`config.mk`:
```
export PLATFORM = sky130hd
export DESIGN_NAME = tbp_ram
export DESIGN_NICKNAME = d
export VERILOG_FILES = /design/src/tournament_branch_predictor_macros.svh /design/src/tbp_ram.sv
export SDC_FILE = /design/constraint.sdc
export NUM_CORES = 2
export LEC_CHECK = 0
export ABC_AREA = 1
export BUFFER_PORTS_ARGS = -buffer_cell sky130_fd_sc_hd__buf_2
export CORE_MARGIN = 2
export CORE_UTILIZATION = 38
export DETAILED_ROUTE_END_ITERATION = 10
export PLACE_DENSITY = 0.53
export SYNTH_ARGS = -nofsm -noshare
export SYNTH_HDL_FRONTEND = slang
export SYNTH_SLANG_ARGS = --single-unit
```
`constraint.sdc`:
```
create_clock -name clock -period 4.51 [get_ports clock]
set_input_delay 0.451 -clock clock [delete_from_list [all_inputs] [get_ports clock]]
set_output_delay 0.451 -clock clock [all_outputs]
set_load 0.01 [all_outputs]
```
`src/tournament_branch_predictor_macros.svh`:
```
// Assertion macros for the tournament branch predictor.
// Expects signals named clock and reset in the scope where a macro is used.
`ifndef TOURNAMENT_BRANCH_PREDICTOR_MACROS_SVH
`define TOURNAMENT_BRANCH_PREDICTOR_MACROS_SVH

// Same-cycle implication, checked outside reset.
`define TBP_ASSERT_NOW(label, ante, cons, msg) \
   label: assert property (@(posedge clock) disable iff (reset) (ante) |-> (cons)) \
      else $error(msg);

// Next-cycle implication, checked outside reset.
`define TBP_ASSERT_NEXT(label, ante, cons, msg) \
   label: assert property (@(posedge clock) disable iff (reset) (ante) |=> (cons)) \
      else $error(msg);

`endif

```
`src/tbp_ram.sv`:
```
// Simple dual-port synchronous RAM: one write port, one read port, registered read.
// Depends on nothing; read returns the old entry on a same-cycle write.
module tbp_ram #(
   parameter int DEPTH = 1024,
   parameter int WIDTH = 2
) (
   input  logic                     clock,
   input  logic                     we,
   input  logic [$clog2(DEPTH)-1:0] waddr,
   input  logic [WIDTH-1:0]         wdata,
   input  logic                     re,
   input  logic [$clog2(DEPTH)-1:0] raddr,
   output logic [WIDTH-1:0]         rdata
);

   logic [WIDTH-1:0] mem_ff [DEPTH];
   logic [WIDTH-1:0] rdata_ff;

   // Write port
   always_ff @(posedge clock) begin
      if (we) mem_ff[waddr] <= wdata;
   end

   // Read port, registered output
   always_ff @(posedge clock) begin
      if (re) rdata_ff <= mem_ff[raddr];
   end

   assign rdata = rdata_ff;

endmodule

```
# After elaboration in Yosys (flattened, before gate mapping)
# Memories as Yosys holds them, arrays and structs flattened. A register that Yosys moved wholly into a read port is not among the register bits.
# Cells that the tools add are included.
[classes]
n_mux = 2
[ops]
columns = ["operator", "count"]
rows = [
  ["1-bit 2-to-1 mux", 2],
]
[totals]
inputBits = 25
register_bits = 0
n_memories = 1
ramBits = 2048
output_inout_bits = 2
[memory_table]
columns = ["name", "depth", "word_bits", "read_ports", "rd_clocked_by_memory_dff", "write_ports", "line_no", "source"]
rows = [
  ["mem_ff", 1024, 2, 1, 1, 1, "tbp_ram.sv:16", "logic [WIDTH-1:0] mem_ff [DEPTH];"],
]

# Logic depth before layout (Yosys ltp)
[depth]
word_depth = 2
ltp_mapped = 17

# Worst setup path after synthesis
# No wires, ideal clock.
[synth_path]
kind = "input to register"
start = "input port waddr[2]"
end = "memory mem_ff[443][0], enable pin"
setup_time_ns = 0.309
slack_ns = 2.425
required_time_ns = 4.201
cell_stages = 8
arrival_time_ns = 1.776
n_path_buf = 3
cell_sequence = "buf_2 -> nor3_1 -> inv_1 -> nor2_1 -> nand2_1 -> clkbuf_1 -> buf_1 -> nor2_1"
[synth_rtl]
columns = ["item", "line_no", "source"]
rows = [
  ["from (decl)", "tbp_ram.sv:9", "input logic [$clog2(DEPTH)-1:0] waddr,"],
  ["to (decl)", "tbp_ram.sv:16", ""],
]
# No word-level cell before the write port.

==> metrics <==
Worst Tran Pin Value=1.18 ns; cell type with the largest total area after synthesis=sky130_fd_sc_hd__edfxtp_1; Cells after Synth=7976; number of inserted filler cells in the final layout=21400; maximum vdd ir drop=0.327 mV; Critical Path, Cell by Cell=buf_8 > inv_16 > buf_4 > buf_12 > buf_12 > nand2_1 > nand3_1 > nand3_1 > nand3_1 > nand3_1 > nand3_1 > nand3_1 > nand3_1 > nand3_1 > nand2_1 > nand2_1 > nand2_1; TritonCTS clock tree=built; number of hold violations in the final report=0; placed wire-length estimate after detailed placement=138000 um; critical path endpoint category=flip-flop; class of the worst hold path=in -> reg; number of primary I/O pins=27; share of post-route cells with drive strength above 1=6.80%; total clock sinks=2050; maximum fanout along the worst path=140; worst stage delay on the critical path=0.48 ns; critical path data arrival time=3.89 ns; final antenna-violating net count=0; largest net degree at the start of global routing=204; pre-CTS worst setup slack=0.484 ns; number of DRC violations after detailed routing=0; post-CTS setup repair buffer count=0; startpoint of the most critical hold path=wdata[1]; die extent in x=482 um; distinct cell type count of the synthesized netlist=16; starting utilization of the core area=38.2%; Achievable Freq=315 MHz; routed length on met2=127000 um; total of warnings raised by yosys=0; crit path setup slack, layout=1.34 ns; first-pass GRT wire length=392000 um; TritonRoute pass-1 iters=6; total leakage power=32.5 nW; Required @ worst endpoint=5.23 ns; number of antenna violations at the first check in global routing=25; wire length reported by the detailed router=268000 um; Finished Cell Area=97100 um2; RSZ-0062 raised after global routing=false; pins over their slew limit=0; Slowest cell on crit path=sky130_fd_sc_hd__inv_16; cells resized by post-CTS repair=0; Die ar.=233000 um2; Clock transition at path regs=0.06 ns; register bit total from synthesis=2050; final clock period utilization by the worst path=70.3%; cts bufs inserted=216; Crit path top cell by count=sky130_fd_sc_hd__nand3_1; number of port buffers=26; run status=completed; area of all sequential standard cells=61600 um2; Met1 Routed Length=114000 um; Syn Area/Cell=10.9 um2; number of global-route vias before repair=59700; summed negative setup slack over all endpoints=0 ns; later-pin clock latency in the skew report=0.85 ns; proportion of synthesized chip area in sequential cells=70.8%; Clock Tree Buf Depth=3; startpoint of the worst register-to-register path=mem_ff[1007][1]; clock tree root buffer cell=sky130_fd_sc_hd__clkbuf_16; CTS H-Tree Depth=4; Setup Crit Path Kind=in -> reg; gpl congestion=0.793; violation count after the first detailed-route iteration=6751; chip height=482 um; net count of the finished layout=7799; Top delay family on crit path=simple AND/OR/NAND/NOR gates; count of buffering cells on the critical path with inverters included=5; worst rel slew slack=21.0%; total number of vias=60200; global route total overflow=0; setup violation total in the final timing report=0; area of placed instances=90500 um2; Critical Path Source=raddr[0]; top routing layer used=met5; hold-fix buffers at CTS=1; Clock Skews=0.0237 ns; most common cell after layout, fill and taps aside=sky130_fd_sc_hd__nand2_1; top library cells by usage in the layout, fill and taps aside=sky130_fd_sc_hd__nand2_1, sky130_fd_sc_hd__edfxtp_1, sky130_fd_sc_hd__nand3_1, sky130_fd_sc_hd__nor2_1, sky130_fd_sc_hd__clkbuf_16; dominant cells by area after synthesis=sky130_fd_sc_hd__edfxtp_1, sky130_fd_sc_hd__nand3_1, sky130_fd_sc_hd__nand2_1; number of standard-cell rows in the floorplan=175; met3 routed WL=19300 um; max-capacitance violation count=0; Multi-input gate area=22500 um2; minimum clock period=3.17 ns; total global routing track utilization=22.9%; Pwr Density=414 nW/um2; via density per instance=5.49; synthesized net count=8001; top cell type's share of synthesized area=70.8%; total core area=227000 um2; DR WL/cell=24.5 um; synth-to-layout area growth=11.6%; critical path startpoint category=input pin; synthesized area=87000 um2
cells in the mapped netlist, drive strengths merged:
cell    number
edfxtp    2050
nand2     2119
clkinv       2
clkbuf     261
buf        384
nor2      1039
inv         43
nand4        5
nand3     2049
nor3        24
area by class of cell:
| cell class | instances | area share, % |
|---|---|---|
| inverters | 45 | 0.214 |
| repair buffers | 225 | 2.57 |
| clock inverters | 120 | 0.891 |
| diodes | 7 | 0.0180 |
| multi-input cells | 5236 | 23.2 |
| well taps | 3009 | 3.88 |
| flip-flops and latches | 2050 | 63.4 |
| clock buffers | 270 | 5.84 |
sequential cells by signal, indices dropped and copies added (netlist names):
signal and flops:
rdata 2, mem_ff 2048
cell families after synthesis:
logic type	share of synthesized area (%)
buffers and inverters	3.63
AND/OR/NAND/NOR	25.6
flip-flops	70.8
per-stage QoR:
step	hold WS [ns]	std cells	total power, mW	utilization [%]
finish	0.0941	11000	40.2	42.7
global route	0.0686	11000	41.4	42.7
CTS	0.0377	11000	40.5	42.7
detailed placement	0.870	10600	23.8	39.8
global placement	0.870	10600	23.8	39.8
floorplan	0.550	7976	22.7	-
worst paths after layout:
path	to	slack, ns	cells after the start
setup / recovery	rdata[1]	1.34	17
hold / removal	mem_ff[893][1]	0.09	1
setup reg to reg	rdata[1]	1.96	12
hold reg to reg	rdata[0]	1.18	12
metal layers:
metal,global-route usage [%],vias up
met5,0,-
met3,3.41,393
met4,7.29,8
met2,37.9,2200
li1,-,27400
met1,31.0,30200
power by group:
group | internal [mW] | total [mW] | switching [mW]
sequential | 21.0 | 21.0 | 0.00992
combinational | 0.603 | 2.45 | 1.84
clock | 9.45 | 16.8 | 7.32
Note: power is estimated with default switching activity, not from simulation.
