==> src/tournament_branch_predictor_macros.svh <==
// Assertion macros for the tournament branch predictor.
// Expects signals named clock and reset in the scope where a macro is used.
`ifndef TOURNAMENT_BRANCH_PREDICTOR_MACROS_SVH
`define TOURNAMENT_BRANCH_PREDICTOR_MACROS_SVH

// Same-cycle implication, checked outside reset.
`define TBP_ASSERT_NOW(label, ante, cons, msg) \
   label: assert property (@(posedge clock) disable iff (reset) (ante) |-> (cons)) \
      else $error(msg);

// Next-cycle implication, checked outside reset.
`define TBP_ASSERT_NEXT(label, ante, cons, msg) \
   label: assert property (@(posedge clock) disable iff (reset) (ante) |=> (cons)) \
      else $error(msg);

`endif

==> src/tbp_pkg.sv <==
// Shared types, constants and counter functions for the tournament branch predictor.
// No dependencies.
package tbp_pkg;

   // Field widths and parameter defaults
   localparam int PC_W               = 32;
   localparam int CTR_W              = 2;
   localparam int DEF_TABLE_ENTRIES  = 1024;
   localparam int DEF_HISTORY_LENGTH = 10;

   // Counter reset values and limits
   localparam logic [CTR_W-1:0] CTR_WEAK_TAKEN    = 2'd2;
   localparam logic [CTR_W-1:0] CTR_STRONG_LOCAL  = 2'd0;
   localparam logic [CTR_W-1:0] CTR_MAX           = 2'd3;
   localparam logic [CTR_W-1:0] CTR_MIN           = 2'd0;

   // One set of counters: local, global and chooser
   typedef struct packed {
      logic [CTR_W-1:0] chs_ctr;
      logic [CTR_W-1:0] loc_ctr;
      logic [CTR_W-1:0] glb_ctr;
   } ctr_set_type;

   // Result of one branch
   typedef struct packed {
      logic             prediction;
      logic             local_prediction;
      logic             global_prediction;
      logic [CTR_W-1:0] chooser_value;
      logic             hit;
   } pred_result_type;

   // 2-bit saturating step
   function automatic logic [CTR_W-1:0] sat_step(input logic [CTR_W-1:0] v,
                                                 input logic up);
      logic [CTR_W-1:0] r;
      r = v;
      if (up) begin
         if (v != CTR_MAX) r = v + CTR_W'(1);
      end else begin
         if (v != CTR_MIN) r = v - CTR_W'(1);
      end
      return r;
   endfunction

   // Upper half of the counter range means taken
   function automatic logic says_taken(input logic [CTR_W-1:0] v);
      return v[CTR_W-1];
   endfunction

endpackage

==> src/tbp_update.sv <==
// Prediction and training logic for one branch given its current counters.
// Depends on tbp_pkg.
module tbp_update
   import tbp_pkg::*;
(
   input  ctr_set_type     cur,
   input  logic            taken,
   output ctr_set_type     upd,
   output pred_result_type res
);

   logic lp;
   logic gp;
   logic pick_global;
   logic pred;

   // Predictions from the counters before training
   always_comb begin
      lp          = says_taken(cur.loc_ctr);
      gp          = says_taken(cur.glb_ctr);
      pick_global = says_taken(cur.chs_ctr);
      pred        = pick_global ? gp : lp;
   end

   // Train both components; chooser moves only on disagreement
   always_comb begin
      upd.loc_ctr = sat_step(cur.loc_ctr, taken);
      upd.glb_ctr = sat_step(cur.glb_ctr, taken);
      if (lp != gp) upd.chs_ctr = sat_step(cur.chs_ctr, gp == taken);
      else          upd.chs_ctr = cur.chs_ctr;
   end

   // Result fields; chooser shown after training
   always_comb begin
      res.prediction        = pred;
      res.local_prediction  = lp;
      res.global_prediction = gp;
      res.chooser_value     = upd.chs_ctr;
      res.hit               = (pred == taken);
   end

endmodule

==> config.mk <==
export PLATFORM = sky130hd
export DESIGN_NAME = tbp_update
export DESIGN_NICKNAME = d
export VERILOG_FILES = /design/src/tournament_branch_predictor_macros.svh /design/src/tbp_pkg.sv /design/src/tbp_update.sv
export SDC_FILE = /design/constraint.sdc
export NUM_CORES = 1
export LEC_CHECK = 0
export BUFFER_PORTS_ARGS = -buffer_cell sky130_fd_sc_hd__buf_2
export CAP_MARGIN = 20
export CORE_AREA = 2 2 39 41
export DETAILED_ROUTE_END_ITERATION = 10
export DIE_AREA = 0 0 41 43
export GPL_ROUTABILITY_DRIVEN = 0
export GPL_TIMING_DRIVEN = 1
export PLACE_DENSITY = 0.5
export SLEW_MARGIN = 0
export SYNTH_ARGS = -nofsm -noshare
export SYNTH_HDL_FRONTEND = slang
export SYNTH_SLANG_ARGS = --single-unit
==> constraint.sdc <==
create_clock -name vclk -period 1
set_input_delay 0.05 -clock vclk [all_inputs]
set_output_delay 0.05 -clock vclk [all_outputs]
set_load 0.1 [all_outputs]
Word-level counts from Yosys, hierarchy flattened. Index checks and enable logic that the tools add are counted.

Register bits: 0. Output and inout bits: 12. Input bits: 7.

Equal/unequal tests: 6. Reductions and logical operators: 3. $add $sub $neg: 6. Muxes and demuxes: 11.

Operator list (number): two-way mux 2 bit (10); adder 2 x 1 -> 2 bit, second input constant (3); inequality test 2 bit, second input constant (3); nonzero test 2 bit (3); subtractor 2 x 1 -> 2 bit, second input constant (3); == test 1 bit (2); two-way mux 1 bit (1); inequality test 1 bit (1).

Logic depth before layout (Yosys ltp).
Depth after elaboration: 4. Depth in mapped cells: 5. Depth with buffers taken out: 3.

Least setup slack after synthesis. OpenSTA, ideal clock, no wires.

Kind: input to output. From: input cur[1] (netlist name). To: output upd[5] (netlist name). Required time: 0.950 ns. Buffers on the path: 2. Arrival time: 2.143 ns. Cell stages on the path: 5. Slack: -1.193 ns. Path through: buf_6 o21ai_1 and3_1 a211oi_2 buf_4.

RTL lines: start, declared (line tbp_update.sv:6) `input ctr_set_type cur,`; end, declared (line tbp_update.sv:8) `output ctr_set_type upd,`.

==> impl_metrics.ini <==
[timing]
setup_viol = 0
period_share_pct = 95.08
final.min_clock_period_ns = 0.9508
rsz0062_at_grt = false
slew_headroom_pct = 67.87
finalMaxSlewViolations = 0
hold_viol = 0
tightestPinTransition_ns = 0.4852
fmax_mhz = 1052

[worst_setup_path]
cp-end-kind = primary output
criticalPathCategory = primary input to primary output
cp.required_ns = 0.95
cp-start-kind = primary input
cp_max_fo = 5
cp_data_arrival_time_ns = 0.90

[grt]
grt_pass1_wl_um = 1083
antenna_found_initial = 0
grt_use_total_pct = 7.892
grt_pass1_vias = 249
grt_start_max_net_pins = 10
grt-ovfl-total = 0

[placement]
port_buffers = 19
hpwl_um = 485.5

[routing]
num_vias = 270
wire_per_inst_um = 8.662
avgViaCountPerCell = 4.154
remaining_drc_errors = 0
detail-route-antenna-nets = 0
drtIter0Drc = 3
drt-pass1-iter-count = 2
drt_wl_total_um = 563

[layout]
layout.nets = 58
drive_above_1_share_pct = 77.55
nClkBuffers = 0
diodes = 0
final_core_util_pct = 40.60
syn_to_final_growth_pct = 127.9
regArea_um2 = 0
multiInputGateArea_um2 = 211.5
nFlopsAndLatches = 0
nFillCells = 136

[pwr]
power.total_uw = 667.0
p_leak_uw = 0.0002636
ir_worst_vdd_mv = 0.3404
powerDensity_mw_per_mm2 = 1187

[floorplanning]
core_area_mm2 = 0.001384
die_w_um = 41
row_count = 14
io_pins = 19
dieHeight_um = 43
dieArea_mm2 = 0.001763
start_util_pct = 17.81

[synthesis]
syn_inst = 31
syn-num-nets = 38
yosys.area.top_type = maj3_1
ys_top_cells_by_area = maj3_1 16%, buf_4 15%, buf_6 9.1%
syn_area_um2 = 246.5
syn_area_per_cell_um2 = 7.951
yosysWarnings = 0
synth_top_area_share_pct = 16.24
synth_cell_types = 20
yosysSeqAreaShare_pct = 0

[run_status]
status = complete, no violations

[hold_path]
whs_path_depth = 3
worstHoldPathType = primary input to primary output

[flow_run]
cap_violations = 0
==> critical path, cell delays in order <==
cell      delay (ns)
buf_4           0.11
nand2b_4        0.12
o31ai_2         0.07
a211oi_4        0.32
buf_12          0.22
==> path summary, 6_finish.rpt <==
| kind | slack, ns | start | endpoint |
|---|---|---|---|
| max | 0.05 | cur[5] | res[2] |
| min | 0.49 | cur[1] | res[3] |
==> report_power, final <==
group,internal (µW),total (µW),switching [µW]
Combinational,237,667,430
Sequential,0,0,0
Clock,0,0,0
Total,237,667,430
==> layout make-up <==
| cell class | count | share of cell area, % |
|---|---|---|
| Multi-Input combinational cell | 20 | 37.64 |
| Inverter | 3 | 2.004 |
| Timing Repair Buffer | 26 | 56.79 |
| Tap cell | 16 | 3.563 |
==> synthesized netlist by cell type (all sizes together) <==
cell type  number
xor2            1
a21o            1
o22ai           1
o211a           1
xnor2           1
nand2           2
nand2b          1
o31ai           1
a211oi          1
o21ai           1
nor3b           1
and3            1
nand3           1
maj3            4
inv             3
a21oi           1
and3b           1
buf             8
==> kinds of logic after synthesis <==
logic type / count (synthesis) / share of synthesized area (%)
XOR/XNOR: 2 / 7.108
buffers and inverters: 11 / 35.02
AO/OA/AOI/OAI: 7 / 24.87
AND/OR/NAND/NOR: 7 / 16.76
adder cells (fa/ha/maj): 4 / 16.24
==> placed cells by master (no fill, tap or decap) <==
master    instances
buf_4             8
maj3_1            2
a21o_2            1
o31ai_2           1
o21ai_1           1
o211a_4           1
maj3_2            2
xnor2_2           1
a211oi_4          1
o22ai_2           1
and3_4            1
nand2b_4          1
inv_1             3
buf_12           10
buf_6             3
xor2_1            1
a21oi_2           1
nand3_1           1
and3b_1           1
buf_2             5
nand2_1           2
nor3b_2           1
==> metal layers <==
layer / share of wire (%) / track usage (%) / routed length, µm
met3: 8.2 / 1.047 / 46
met1: 37 / 10.76 / 210
met5: 0 / 0 / 0
met2: 55 / 13.44 / 307
met4: 0 / 0 / 0
==> through the flow <==
step	setup TNS (ns)	hold WS (ns)	std cells	worst slack, ns	instance area (µm²)
global placement	-0.02534	0.5623	65	-0.01277	530.5
detailed placement	-0.08361	0.5652	65	-0.04239	530.5
floorplan	-1.294	0.3115	31	-0.5826	325.3
global route	0	0.5187	65	0.001133	561.8
finish	0	0.4925	65	0.04924	561.8
CTS	0	0.4905	65	0.005567	546.8
==> what timing repair did <==
item | CTS | global route
pin swaps | 1 | 1
gates resized for setup | 5 | 5
hold buffers | 0 | 0
endpoints found under the setup margin | 2 | 4
setup buffers | 0 | 0
No activity file was read; power rests on OpenSTA's default activity.
